`config.mk`:
```
export PLATFORM = sky130hd
export DESIGN_NAME = adsr_envelope_generator
export DESIGN_NICKNAME = d
export VERILOG_FILES = /design/src/adsr_pkg.sv /design/src/adsr_divider.sv /design/src/adsr_envelope_generator.sv
export SDC_FILE = /design/constraint.sdc
export NUM_CORES = 2
export LEC_CHECK = 0
export BUFFER_PORTS_ARGS = -buffer_cell sky130_fd_sc_hd__buf_2
export CORE_AREA = 2 2 288 290
export DETAILED_ROUTE_END_ITERATION = 12
export DIE_AREA = 0 0 290 292
export PLACE_DENSITY = 0.71
export RECOVER_POWER = 50
export SLEW_MARGIN = 40
export SYNTH_ARGS = -nofsm -noshare
export SYNTH_HDL_FRONTEND = slang
export SYNTH_SLANG_ARGS = --single-unit
```
`constraint.sdc`:
```
create_clock -name clk -period 7.89 [get_ports clk]
set_input_delay 0.3945 -clock clk [delete_from_list [all_inputs] [get_ports clk]]
set_output_delay 0.3945 -clock clk [all_outputs]
set_load 0.01 [all_outputs]
```
`src/adsr_pkg.sv`:
```
// shared types, constants and codes of the adsr envelope generator
package adsr_pkg;

    localparam int LVL_FRAC    = 23;
    localparam int LVL_W       = LVL_FRAC + 1;
    localparam int SAMPLE_W    = 24;
    localparam int CFG_LEN_W   = 21;
    localparam int CFG_DATA_W  = 24;
    localparam int CFG_IDX_W   = 3;
    localparam int COUNT_BITS_DEF = 21;
    localparam logic [LVL_W-1:0] LVL_ONE = LVL_W'(1) << LVL_FRAC;

    typedef enum logic [2:0] {
        STAGE_IDLE    = 3'd0,
        STAGE_ATTACK  = 3'd1,
        STAGE_DECAY   = 3'd2,
        STAGE_SUSTAIN = 3'd3,
        STAGE_RELEASE = 3'd4
    } stage_t;

    typedef enum logic [2:0] {
        CFG_ATTACK  = 3'd0,
        CFG_DECAY   = 3'd1,
        CFG_SUSTAIN = 3'd2,
        CFG_RELEASE = 3'd3,
        CFG_CURVE   = 3'd4,
        CFG_FLOOR   = 3'd5,
        CFG_BYPASS  = 3'd6
    } cfg_idx_t;

    typedef enum logic [2:0] {
        SEQ_READY,
        SEQ_EVENT,
        SEQ_DIV_EVT,
        SEQ_STEP,
        SEQ_DIV_DEC,
        SEQ_SQUARE,
        SEQ_SCALE,
        SEQ_FIN
    } seq_t;

    typedef struct packed {
        logic signed [SAMPLE_W-1:0] in_sample;
        logic                       note_on;
        logic                       retrigger;
        logic                       note_off;
    } item_t;

    typedef struct packed {
        logic signed [SAMPLE_W-1:0] out_sample;
        logic [LVL_W-1:0]           envelope_level;
        logic [2:0]                 stage_now;
    } result_t;

endpackage

```
`src/adsr_divider.sv`:
```
// restoring divider, one quotient bit per cycle
module adsr_divider #(
    parameter int DVD_BITS = adsr_pkg::LVL_W,
    parameter int DVS_BITS = adsr_pkg::COUNT_BITS_DEF
) (
    input  logic                clk,
    input  logic                rst_n,
    input  logic                start,
    input  logic [DVD_BITS-1:0] dividend,
    input  logic [DVS_BITS-1:0] divisor,
    output logic                done,
    output logic [DVD_BITS-1:0] quotient
);

    localparam int CNT_W = (DVD_BITS > 1) ? $clog2(DVD_BITS) : 1;
    localparam logic [CNT_W-1:0] CNT_LAST = CNT_W'(DVD_BITS - 1);

    logic                busy_reg, busy_next;
    logic                done_reg, done_next;
    logic [CNT_W-1:0]    cnt_reg, cnt_next;
    logic [DVD_BITS-1:0] dq_reg, dq_next;
    logic [DVS_BITS-1:0] rem_reg, rem_next;
    logic [DVS_BITS-1:0] dvs_reg, dvs_next;
    logic [DVS_BITS:0]   rem_shift;
    logic                ge;

    assign rem_shift = {rem_reg, dq_reg[DVD_BITS-1]};
    assign ge        = rem_shift >= {1'b0, dvs_reg};

    always_comb
    begin
        busy_next = busy_reg;
        done_next = 1'b0;
        cnt_next  = cnt_reg;
        dq_next   = dq_reg;
        rem_next  = rem_reg;
        dvs_next  = dvs_reg;
        if (start)
        begin
            busy_next = 1'b1;
            cnt_next  = '0;
            dq_next   = dividend;
            rem_next  = '0;
            dvs_next  = divisor;
        end
        else if (busy_reg)
        begin
            dq_next  = {dq_reg[DVD_BITS-2:0], ge};
            rem_next = ge ? DVS_BITS'(rem_shift - {1'b0, dvs_reg}) : DVS_BITS'(rem_shift);
            cnt_next = cnt_reg + 1'b1;
            if (cnt_reg == CNT_LAST)
            begin
                busy_next = 1'b0;
                done_next = 1'b1;
            end
        end
    end

    always_ff @(posedge clk or negedge rst_n)
    begin
        if (!rst_n)
        begin
            busy_reg <= 1'b0;
            done_reg <= 1'b0;
            cnt_reg  <= '0;
        end
        else
        begin
            busy_reg <= busy_next;
            done_reg <= done_next;
            cnt_reg  <= cnt_next;
        end
    end

    always_ff @(posedge clk)
    begin
        dq_reg  <= dq_next;
        rem_reg <= rem_next;
        dvs_reg <= dvs_next;
    end

    assign done     = done_reg;
    assign quotient = dq_reg;

endmodule

```
`src/adsr_envelope_generator.sv`:
```
// adsr envelope generator top level: sequencer, envelope state, shared multiplier
//
// one sample beat in on item, one result beat out on result; both channels use
// valid/stall and a beat moves when valid is high and stall is low.
// item_stall is low only while the sequencer is ready; after a beat is taken it
// stays high until that beat's result has been loaded into the output register.
// an accepted beat passes the event, step, square and scale steps on its way to
// the result; a note event and an attack end each start a stage, and each stage
// start adds one pass of the 24-step restoring divider and waits for its done
// pulse. bypass beats go straight to the result. the next beat is taken the
// cycle after the result is loaded.
// one shared 25x25 multiplier forms the squared level and then the scaled sample.
// the result register holds a beat while result_stall is high; the next item is
// accepted as soon as the current result is loaded, even if it is still waiting.
// configuration writes on cfg_we/cfg_index/cfg_data go straight into the
// registers and are meant to happen between items.
// reset clears the envelope to idle at level zero and loads the default settings.
module adsr_envelope_generator #(
    parameter int COUNT_BITS = adsr_pkg::COUNT_BITS_DEF
) (
    input  logic                               clk,
    input  logic                               rst_n,
    input  logic                               item_valid,
    output logic                               item_stall,
    input  adsr_pkg::item_t                    item,
    output logic                               result_valid,
    input  logic                               result_stall,
    output adsr_pkg::result_t                  result,
    input  logic                               cfg_we,
    input  logic [adsr_pkg::CFG_IDX_W-1:0]     cfg_index,
    input  logic [adsr_pkg::CFG_DATA_W-1:0]    cfg_data
);

    localparam int LW  = adsr_pkg::LVL_W;
    localparam int LF  = adsr_pkg::LVL_FRAC;
    localparam int CLW = adsr_pkg::CFG_LEN_W;
    localparam int SW  = adsr_pkg::SAMPLE_W;
    localparam logic [LW-1:0] ONE = adsr_pkg::LVL_ONE;

    // settings
    logic [CLW-1:0] attack_reg, decay_reg, release_reg;
    logic [LW-1:0]  sustain_reg, floor_reg;
    logic           curve_reg, bypass_reg;

    // sequencer and envelope state
    adsr_pkg::seq_t    seq_reg, seq_next;
    adsr_pkg::stage_t  stage_reg, stage_next;
    adsr_pkg::item_t   item_reg, item_next;
    adsr_pkg::result_t result_reg, result_next;
    logic                   result_valid_reg, result_valid_next;
    logic [LW-1:0]          level_reg, level_next;
    logic signed [LW:0]     inc_reg, inc_next;
    logic [COUNT_BITS-1:0]  count_reg, count_next;
    logic [COUNT_BITS-1:0]  len_reg, len_next;
    logic                   neg_reg, neg_next;
    logic [LW-1:0]          env_reg, env_next;
    logic [SW-1:0]          y_reg, y_next;

    // working signals
    logic [LW-1:0]          sus_sat;
    logic [COUNT_BITS-1:0]  att_len, dec_len, rel_len;
    logic                   on_go, off_go;
    adsr_pkg::stage_t       stage_on;
    logic [LW-1:0]          set_tgt, set_lvl;
    logic signed [LW:0]     set_diff;
    logic [LW-1:0]          set_mag;
    logic                   div_start, div_done;
    logic [LW-1:0]          div_quo;
    logic [COUNT_BITS-1:0]  count_inc;
    logic                   complete;
    logic signed [LW+1:0]   lvl_sum;
    logic signed [LW:0]     mul_a, mul_b;
    logic signed [2*LW+1:0] mul_p;

    function automatic logic [COUNT_BITS-1:0] eff_len(input logic [CLW-1:0] r);
        logic [COUNT_BITS-1:0] l;
        l = COUNT_BITS'(r);
        return (l == '0) ? COUNT_BITS'(1) : l;
    endfunction

    function automatic logic [LW-1:0] clamp_lvl(input logic signed [LW+1:0] v,
                                                 input logic [LW-1:0] lo);
        logic [LW-1:0] r;
        if (v < $signed({2'b00, lo}))
            r = lo;
        else if (v > $signed({2'b00, ONE}))
            r = ONE;
        else
            r = v[LW-1:0];
        return r;
    endfunction

    assign sus_sat = (sustain_reg > ONE) ? ONE : sustain_reg;
    assign att_len = eff_len(attack_reg);
    assign dec_len = eff_len(decay_reg);
    assign rel_len = eff_len(release_reg);

    assign on_go    = item_reg.note_on
                   && (item_reg.retrigger || stage_reg == adsr_pkg::STAGE_IDLE);
    assign stage_on = on_go ? adsr_pkg::STAGE_ATTACK : stage_reg;
    assign off_go   = item_reg.note_off && stage_on != adsr_pkg::STAGE_IDLE
                   && stage_on != adsr_pkg::STAGE_RELEASE;

    assign count_inc = (len_reg != '0) ? count_reg + 1'b1 : count_reg;
    assign complete  = (len_reg != '0) && (count_inc >= len_reg);
    assign lvl_sum   = $signed({2'b00, level_reg}) + $signed({inc_reg[LW], inc_reg});

    assign set_diff = $signed({1'b0, set_tgt}) - $signed({1'b0, set_lvl});
    assign set_mag  = set_diff[LW] ? LW'(-set_diff) : set_diff[LW-1:0];

    assign mul_p = mul_a * mul_b;

    adsr_divider #(
        .DVD_BITS (LW),
        .DVS_BITS (COUNT_BITS)
    ) u_div (
        .clk      (clk),
        .rst_n    (rst_n),
        .start    (div_start),
        .dividend (set_mag),
        .divisor  (len_next),
        .done     (div_done),
        .quotient (div_quo)
    );

    always_comb
    begin
        seq_next          = seq_reg;
        stage_next        = stage_reg;
        item_next         = item_reg;
        result_next       = result_reg;
        result_valid_next = result_valid_reg && result_stall;
        level_next        = level_reg;
        inc_next          = inc_reg;
        count_next        = count_reg;
        len_next          = len_reg;
        neg_next          = neg_reg;
        env_next          = env_reg;
        y_next            = y_reg;
        set_tgt           = ONE;
        set_lvl           = level_reg;
        div_start         = 1'b0;
        mul_a             = $signed({1'b0, level_reg});
        mul_b             = $signed({1'b0, level_reg});

        unique case (seq_reg)
            adsr_pkg::SEQ_READY:
            begin
                if (item_valid)
                begin
                    item_next = item;
                    if (bypass_reg)
                    begin
                        y_next   = item.in_sample;
                        env_next = ONE;
                        seq_next = adsr_pkg::SEQ_FIN;
                    end
                    else
                        seq_next = adsr_pkg::SEQ_EVENT;
                end
            end
            adsr_pkg::SEQ_EVENT:
            begin
                if (off_go || on_go)
                begin
                    set_tgt    = off_go ? '0 : ONE;
                    len_next   = off_go ? rel_len : att_len;
                    stage_next = off_go ? adsr_pkg::STAGE_RELEASE : adsr_pkg::STAGE_ATTACK;
                    count_next = '0;
                    neg_next   = set_diff[LW];
                    div_start  = 1'b1;
                    seq_next   = adsr_pkg::SEQ_DIV_EVT;
                end
                else
                    seq_next = adsr_pkg::SEQ_STEP;
            end
            adsr_pkg::SEQ_DIV_EVT, adsr_pkg::SEQ_DIV_DEC:
            begin
                if (div_done)
                begin
                    inc_next = neg_reg ? -$signed({1'b0, div_quo}) : $signed({1'b0, div_quo});
                    seq_next = (seq_reg == adsr_pkg::SEQ_DIV_EVT) ? adsr_pkg::SEQ_STEP
                                                                 : adsr_pkg::SEQ_SQUARE;
                end
            end
            adsr_pkg::SEQ_STEP:
            begin
                count_next = count_inc;
                seq_next   = adsr_pkg::SEQ_SQUARE;
                unique case (stage_reg)
                    adsr_pkg::STAGE_ATTACK:
                    begin
                        if (complete)
                        begin
                            level_next = ONE;
                            set_lvl    = ONE;
                            set_tgt    = sus_sat;
                            len_next   = dec_len;
                            stage_next = adsr_pkg::STAGE_DECAY;
                            count_next = '0;
                            neg_next   = set_diff[LW];
                            div_start  = 1'b1;
                            seq_next   = adsr_pkg::SEQ_DIV_DEC;
                        end
                        else
                            level_next = clamp_lvl(lvl_sum, '0);
                    end
                    adsr_pkg::STAGE_DECAY:
                    begin
                        if (complete)
                        begin
                            level_next = sus_sat;
                            stage_next = adsr_pkg::STAGE_SUSTAIN;
                            count_next = '0;
                            len_next   = '0;
                            inc_next   = '0;
                        end
                        else
                            level_next = clamp_lvl(lvl_sum, sus_sat);
                    end
                    adsr_pkg::STAGE_SUSTAIN:
                        level_next = sus_sat;
                    adsr_pkg::STAGE_RELEASE:
                    begin
                        if (complete)
                        begin
                            level_next = '0;
                            stage_next = adsr_pkg::STAGE_IDLE;
                            count_next = '0;
                            len_next   = '0;
                            inc_next   = '0;
                        end
                        else
                            level_next = clamp_lvl(lvl_sum, '0);
                    end
                    default:
                        level_next = '0;
                endcase
            end
            adsr_pkg::SEQ_SQUARE:
            begin
                if (!curve_reg)
                    env_next = level_reg;
                else if (level_reg <= floor_reg)
                    env_next = '0;
                else
                    env_next = mul_p[LF+LW-1:LF];
                seq_next = adsr_pkg::SEQ_SCALE;
            end
            adsr_pkg::SEQ_SCALE:
            begin
                mul_a    = $signed({item_reg.in_sample[SW-1], item_reg.in_sample});
                mul_b    = $signed({1'b0, env_reg});
                y_next   = mul_p[LF+SW-1:LF];
                seq_next = adsr_pkg::SEQ_FIN;
            end
            adsr_pkg::SEQ_FIN:
            begin
                if (!result_valid_reg || !result_stall)
                begin
                    result_next.out_sample     = y_reg;
                    result_next.envelope_level = env_reg;
                    result_next.stage_now      = stage_reg;
                    result_valid_next          = 1'b1;
                    seq_next                   = adsr_pkg::SEQ_READY;
                end
            end
            default:
                seq_next = adsr_pkg::SEQ_READY;
        endcase
    end

    always_ff @(posedge clk or negedge rst_n)
    begin
        if (!rst_n)
        begin
            seq_reg          <= adsr_pkg::SEQ_READY;
            stage_reg        <= adsr_pkg::STAGE_IDLE;
            result_valid_reg <= 1'b0;
            level_reg        <= '0;
            inc_reg          <= '0;
            count_reg        <= '0;
            len_reg          <= '0;
            neg_reg          <= 1'b0;
        end
        else
        begin
            seq_reg          <= seq_next;
            stage_reg        <= stage_next;
            result_valid_reg <= result_valid_next;
            level_reg        <= level_next;
            inc_reg          <= inc_next;
            count_reg        <= count_next;
            len_reg          <= len_next;
            neg_reg          <= neg_next;
        end
    end

    always_ff @(posedge clk)
    begin
        item_reg   <= item_next;
        result_reg <= result_next;
        env_reg    <= env_next;
        y_reg      <= y_next;
    end

    always_ff @(posedge clk or negedge rst_n)
    begin
        if (!rst_n)
        begin
            attack_reg  <= CLW'(480);
            decay_reg   <= CLW'(4800);
            sustain_reg <= LW'(5872026);
            release_reg <= CLW'(14400);
            curve_reg   <= 1'b0;
            floor_reg   <= '0;
            bypass_reg  <= 1'b0;
        end
        else if (cfg_we)
        begin
            unique case (adsr_pkg::cfg_idx_t'(cfg_index))
                adsr_pkg::CFG_ATTACK:  attack_reg  <= cfg_data[CLW-1:0];
                adsr_pkg::CFG_DECAY:   decay_reg   <= cfg_data[CLW-1:0];
                adsr_pkg::CFG_SUSTAIN: sustain_reg <= cfg_data[LW-1:0];
                adsr_pkg::CFG_RELEASE: release_reg <= cfg_data[CLW-1:0];
                adsr_pkg::CFG_CURVE:   curve_reg   <= cfg_data[0];
                adsr_pkg::CFG_FLOOR:   floor_reg   <= cfg_data[LW-1:0];
                adsr_pkg::CFG_BYPASS:  bypass_reg  <= cfg_data[0];
                default:
                begin
                end
            endcase
        end
    end

    assign item_stall   = seq_reg != adsr_pkg::SEQ_READY;
    assign result_valid = result_valid_reg;
    assign result       = result_reg;

    a_busy_after_beat: assert property (@(posedge clk) disable iff (!rst_n)
        item_valid && !item_stall |=> item_stall)
        else $error("sequencer ready right after taking a beat");

    a_level_in_range: assert property (@(posedge clk) disable iff (!rst_n)
        level_reg <= ONE)
        else $error("envelope level above full scale");

    a_untimed_no_len: assert property (@(posedge clk) disable iff (!rst_n)
        seq_reg == adsr_pkg::SEQ_READY
        && (stage_reg == adsr_pkg::STAGE_IDLE || stage_reg == adsr_pkg::STAGE_SUSTAIN)
        |-> len_reg == '0)
        else $error("untimed stage holds a length");

    a_count_below_len: assert property (@(posedge clk) disable iff (!rst_n)
        seq_reg == adsr_pkg::SEQ_READY && len_reg != '0 |-> count_reg < len_reg)
        else $error("stage counter reached its length between beats");

    a_div_done_expected: assert property (@(posedge clk) disable iff (!rst_n)
        div_done |-> seq_reg == adsr_pkg::SEQ_DIV_EVT || seq_reg == adsr_pkg::SEQ_DIV_DEC)
        else $error("divider finished outside a divide step");

endmodule
```
Word-level counts from Yosys, hierarchy flattened. Cells that the tools add are included.

Register bits after elaboration: 411. Input port bits: 59. Output and inout port bits: 53.

$add $sub $neg: 7. Multiply operators: 1. Order comparisons: 7. Eq/ne operators: 31. Muxes and demuxes: 84. Reduce and logical (&&, ||, !) cells: 43.

Operators with widths (number): $mux 24 (24); $mux 21 (12); $pmux 24 s2 (3); $pmux 21 s2 (3); $mux 25 (5); $pmux 24 s4 (1); $logic_not 21->1 (3); $pmux 25 s2 (1); $mul 25x25->47 (1); $mux 3 (11); $add 25x25->26 (1); $gt 26x25->1 const B (1); $lt 26x1->1 const B (1); $lt 26x25->1 (1); $neg 24->25 (1); $sub 24x24->25 (1); $eq 3x3->1 const B (8); $gt 24x24->1 const B (1); $le 24x24->1 (1); $neg 24->24 (1); $ge 22x21->1 (1); $add 21x1->21 const B (1); $ge 21x21->1 (1); $pmux 3 s7 (1); 27 further kinds (88).

Longest topological paths before layout.
Word-level depth: 14. Mapped depth: 33.

By module. From an unflattened synthesis, not the netlist that was laid out.

Cells, all modules: 4712. Area, all modules: 44629.1 µm².

Modules (own cells, without submodules): adsr_envelope_generator (times used 1, cells an instance 4327, area an instance 40502.6 µm²); adsr_divider (times used 1, cells an instance 385, area an instance 4126.5 µm²).

Least setup slack after synthesis. No wires, ideal clock.

Path kind: reg-to-reg. Start: register seq_reg[2]. End: register env_reg[20], data pin. Setup time: 0.264 ns. Data arrival time: 7.959 ns. Data required time: 7.626 ns. Setup slack: -0.332 ns. Cell stages (with the launch flop): 32. Path buffers: 5. Clock period less this slack: 8.222 ns. Cell sequence: dfrtp_1 -> clkbuf_1 -> and3b_1 -> clkbuf_1 -> clkbuf_1 -> buf_1 -> nand2_1 -> nand2_1 -> clkbuf_1 -> nand2_1 -> fa_1 -> inv_1 -> fa_1 -> inv_1 -> fa_1 -> inv_1 -> fa_1 -> inv_1 -> fa_1 -> fa_1 -> inv_1 -> fa_1 -> ha_1 -> and3_1 -> nand4_1 -> o221ai_1 -> o21ai_1 -> o211ai_1 -> a2111oi_0 -> o31ai_1 -> xnor2_1 -> o21ai_0.

Cells in the longest elaborated chain, start to end: 6.

RTL lines: from (decl) (RTL line adsr_envelope_generator.sv:46) `adsr_pkg::seq_t seq_reg, seq_next;`; from (signal assigned) (RTL line adsr_envelope_generator.sv:277) `seq_reg <= adsr_pkg::SEQ_READY;`; from (signal assigned) (RTL line adsr_envelope_generator.sv:288) `seq_reg <= seq_next;`; $eq 3x3->1 (RTL line adsr_envelope_generator.sv:146) `unique case (seq_reg)`; $mux 25 or $mux 24 (tied branches) (RTL line adsr_envelope_generator.sv:146); $mul 25x25->47 (RTL line adsr_envelope_generator.sv:111) `assign mul_p = mul_a * mul_b;`; $mux 24 (RTL line adsr_envelope_generator.sv:244) `else if (level_reg <= floor_reg)`; $mux 24 (RTL line adsr_envelope_generator.sv:242) `if (!curve_reg)`; $pmux 24 s2 * (RTL line adsr_envelope_generator.sv:146); to (signal assigned) (RTL line adsr_envelope_generator.sv:303) `env_reg <= env_next;`; to (decl) (RTL line adsr_envelope_generator.sv:56) `logic [LW-1:0] env_reg, env_next;`.

Every way passes the cells marked *; elsewhere a longest branch is shown, timed or not. A chain may end at the register's enable or synchronous reset.

Worst setup path after layout.
Start: register seq_reg[0]. End: register y_reg[20], data pin.

Cells in the longest elaborated chain, start to end: 4.

RTL lines: $eq 3x3->1 (RTL line adsr_envelope_generator.sv:146); $mux 25 or $mux 24 (tied branches) (RTL line adsr_envelope_generator.sv:146); $mul 25x25->47 (RTL line adsr_envelope_generator.sv:111); $pmux 24 s2 * (RTL line adsr_envelope_generator.sv:146); via y_next[20] (RTL line adsr_envelope_generator.sv:57) `logic [SW-1:0] y_reg, y_next;`; to (signal assigned) (RTL line adsr_envelope_generator.sv:304) `y_reg <= y_next;`; to (decl) (RTL line adsr_envelope_generator.sv:57).

Mark *: on every way through the listed nets, which the timed path passes. The rest lies on a longest branch.

==> results.md <==
* Status: complete, but fails checks
* Failing checks: capacitance limit, slew limit, setup timing
* Initial antenna violation count at 7
* Clk root buf: clkbuf_16
* Worst setup SP type: flop
* Final Max Tran Viols at roughly 250
* Ys async rst share at a little over half
* Placed cells at around 6,100
* First-pass GRT wire length at roughly 230,000 µm
* Gp weighted congestion at 1.01
* Area growth, synth to finish at 18.7%
* Hold Fails Final Rpt at 0
* Max FFs per register at ~50
* Crit. End Element: flop
* Post-route minimum period at between 7 and 8 ns
* CTS buffer count at 47
* Initial Util at between 50% and 60%
* Required @ worst endpoint at 8.23 ns
* DIE HEIGHT at roughly 290 µm
* Initial DRC Count at between 3,000 and 4,000
* Pin count of the biggest net entering global routing at 64
* Layout Nets at slightly above 6,000
* Critical path's slowest cell: fa_2
* Final std cells w/o fill at 6,327
* Cell with the most instances after synthesis: nand2_1
* CP max FO at 8
* Worst slew margin at -119%
* Sequential area share after synthesis at about a quarter
* GRT Overall Usage at between 30% and 40%
* Yosys warning count at 0
* Post-DR vias/cell at 5.90
* Drt total wl at around 150,000 µm
* Total core area at a little over 80,000 µm²
* Min setup slack post-route at -0.0623 ns
* Final setup violation count at 8
* FF+latch count, synth at between 400 and 500
* Synth area leaders: fa_1 27%, edfxtp_1 12%, dfrtp_1 11%, ha_1 7.7%, nand2_1 6.1%
* Synth Flop Type: dfrtp_1
* Die area at 84,700 µm²
* Most used cell, CP: fa_1
* Fin crit share at 101%
* Fmax at roughly 0.13 GHz
* Per-cell routed wire length at roughly 24 µm
* Rows at roughly 110
* Setup CP Type: reg -> reg
* Worst-skew pair later-pin latency at between 0.6 and 0.7 ns
* GRT overflow at 0
* Yosys top cell by area: fa_1
* Hold slack at roughly 0.057 ns
* Final antenna-violating net count at 0
* Residual DRC at 0
* Synth top area share at a little over a quarter
* # Max-Cap Violations at 6
* I/O Pins at between 100 and 150
* Post-DP HPWL at around 120,000 µm
* Number of synthesized flops with an enable pin at around 170
* Floorplan die width at 290 µm
* Post-Syn Area per Cell at roughly 9.3 µm²
* Post-synth top cells: 723 x nand2_1, 696 x inv_1, 609 x fa_1, 401 x nor2_1, 273 x ha_1
* Clk_skew at between 0.03 and 0.04 ns
* CP max stage delay at between 0.6 and 0.7 ns
* Fin util at 64.7%
* I/O Buffers at 111
* Reg2reg setup slack at -0.06 ns
* Clock Path Buffers at 3
* CTS clock-pin slew for the worst setup and hold paths at around 0.06 ns
* Vias in the first global route at about 38,000
* CTS Sinks at roughly 410
* Vias post-DR at approximately 37,000
* Share of post-route cells with drive strength above 1 at a little under a fifth
* Min-Delay Path Class: in -> reg
* Synth unique cells at 85
* Worst-Margin Slew at 3.29 ns
* Crit path DAT at between 8 and 9 ns
* CTS tree: built
* Synth Net Count at about 5,700
* Clock H-tree levels at 2
* RSZ-0062 raised after global routing: yes
* Cells after Synth at ~4,800
* Syn Std Cell Area at between 40,000 and 50,000 µm²
* Drt first pass iters at 6
## repair_timing
action | in CTS | in global routing
buffers inserted | 50 | 37
pin swaps | 92 | 115
hold buffers | 8 | 1
gates cloned | 5 | 1
resized for setup | 161 | 207
endpoints found under the setup margin | 33 | 61
endpoints found under the hold margin | 50 | 1
## critical path: cells and delay by family, from the launching register on
kind	cells	cell delay, ns
adders and majority gates	8	3.91
AOI/OAI and AO/OA	8	1.37
buffers and inverters	12	1.26
and+or+nand+nor	4	0.53
DFF	1	0.39
xor gates and xnor gates	1	0.19
## stage by stage
stage | TNS, ns | setup WS [ns] | cell area, µm²
3_5_place_dp | -9.06 | -0.497 | 49200
2_1_floorplan | 0 | 0.00498 | 44500
4_1_cts | 0 | 0.00109 | 52000
5_1_grt | -4.20 | -0.254 | 52800
6_report | -0.269 | -0.0623 | 52800
3_3_place_gp | -7.24 | -0.439 | 49100
## area by class of cell
type,count,area (µm²)
multi-input cells,3444,31200
inverters,698,2630
diodes,3,7.51
well taps,1070,1340
flip-flops and latches,411,11100
fillers,6722,28800
repair buffers,613,4950
clock buffers,65,1340
clock inverters,23,248
## worst paths after layout
| kind | start | to | cells past startpoint |
|---|---|---|---|
| worst max-delay path | seq_reg[0]$_DFFE_PN0P_ | y_reg[20]$_DFFE_PP_ | 33 |
| worst min-delay path | result_stall | result_valid$_DFF_PN0_ | 3 |
| worst max register to register | seq_reg[0]$_DFFE_PN0P_ | y_reg[20]$_DFFE_PP_ | 33 |
| worst min register to register | y_reg[0]$_DFFE_PP_ | result[27]$_DFFE_PP_ | 0 |
| max in group asynchronous | rst_n | len_reg[3]$_DFF_PN0_ | 4 |
| min in group asynchronous | rst_n | inc_reg[19]$_DFFE_PN0P_ | 2 |
## placed cells by master (no fill, tap or decap), types with 22 or more instances in the layout
master / count
a211oi_1: 22
a21o_1: 55
a21oi_1: 186
a22oi_1: 38
and2_1: 26
and3_1: 38
buf_12: 44
buf_2: 30
buf_4: 381
buf_6: 26
clkbuf_1: 120
clkbuf_16: 49
dfrtp_1: 194
dfstp_2: 24
edfxtp_1: 171
fa_1: 569
fa_2: 40
ha_1: 250
inv_1: 671
inv_2: 24
mux2_2: 114
mux2i_1: 24
nand2_1: 664
nand2_2: 43
nand3_1: 54
nand4_1: 41
nor2_1: 390
nor2b_1: 27
nor3_1: 37
nor4_1: 27
o21ai_0: 143
o21ai_1: 37
o31ai_1: 43
xnor2_1: 90
xor2_1: 55
## layer usage
metal / up-vias / global-route usage, % / share of wire (%)
li1: 16560 / - / -
met1: 18721 / 47.2 / 39
met2: 1680 / 60.3 / 48
met3: 358 / 6.49 / 8.3
met4: 0 / 15.6 / 5.1
met5: - / 0 / 0
## cell families (layout without fill, tap and decap cells)
logic type / count (synthesis) / in the layout / synth area share [%]
simple gates: 1500 / 1500 / 14.7
buf+inv: 902 / 1399 / 7.64
fa+ha+maj: 882 / 882 / 35.1
compound gates: 767 / 767 / 11.1
flops: 411 / 411 / 24.9
xor+xnor: 156 / 156 / 3.07
mux: 139 / 139 / 3.45
other cells: 0 / 3 / 0
Power is left out: the tool's default activity adds up to more than one toggle a clock period on the data nets, which glitch-free logic cannot reach.
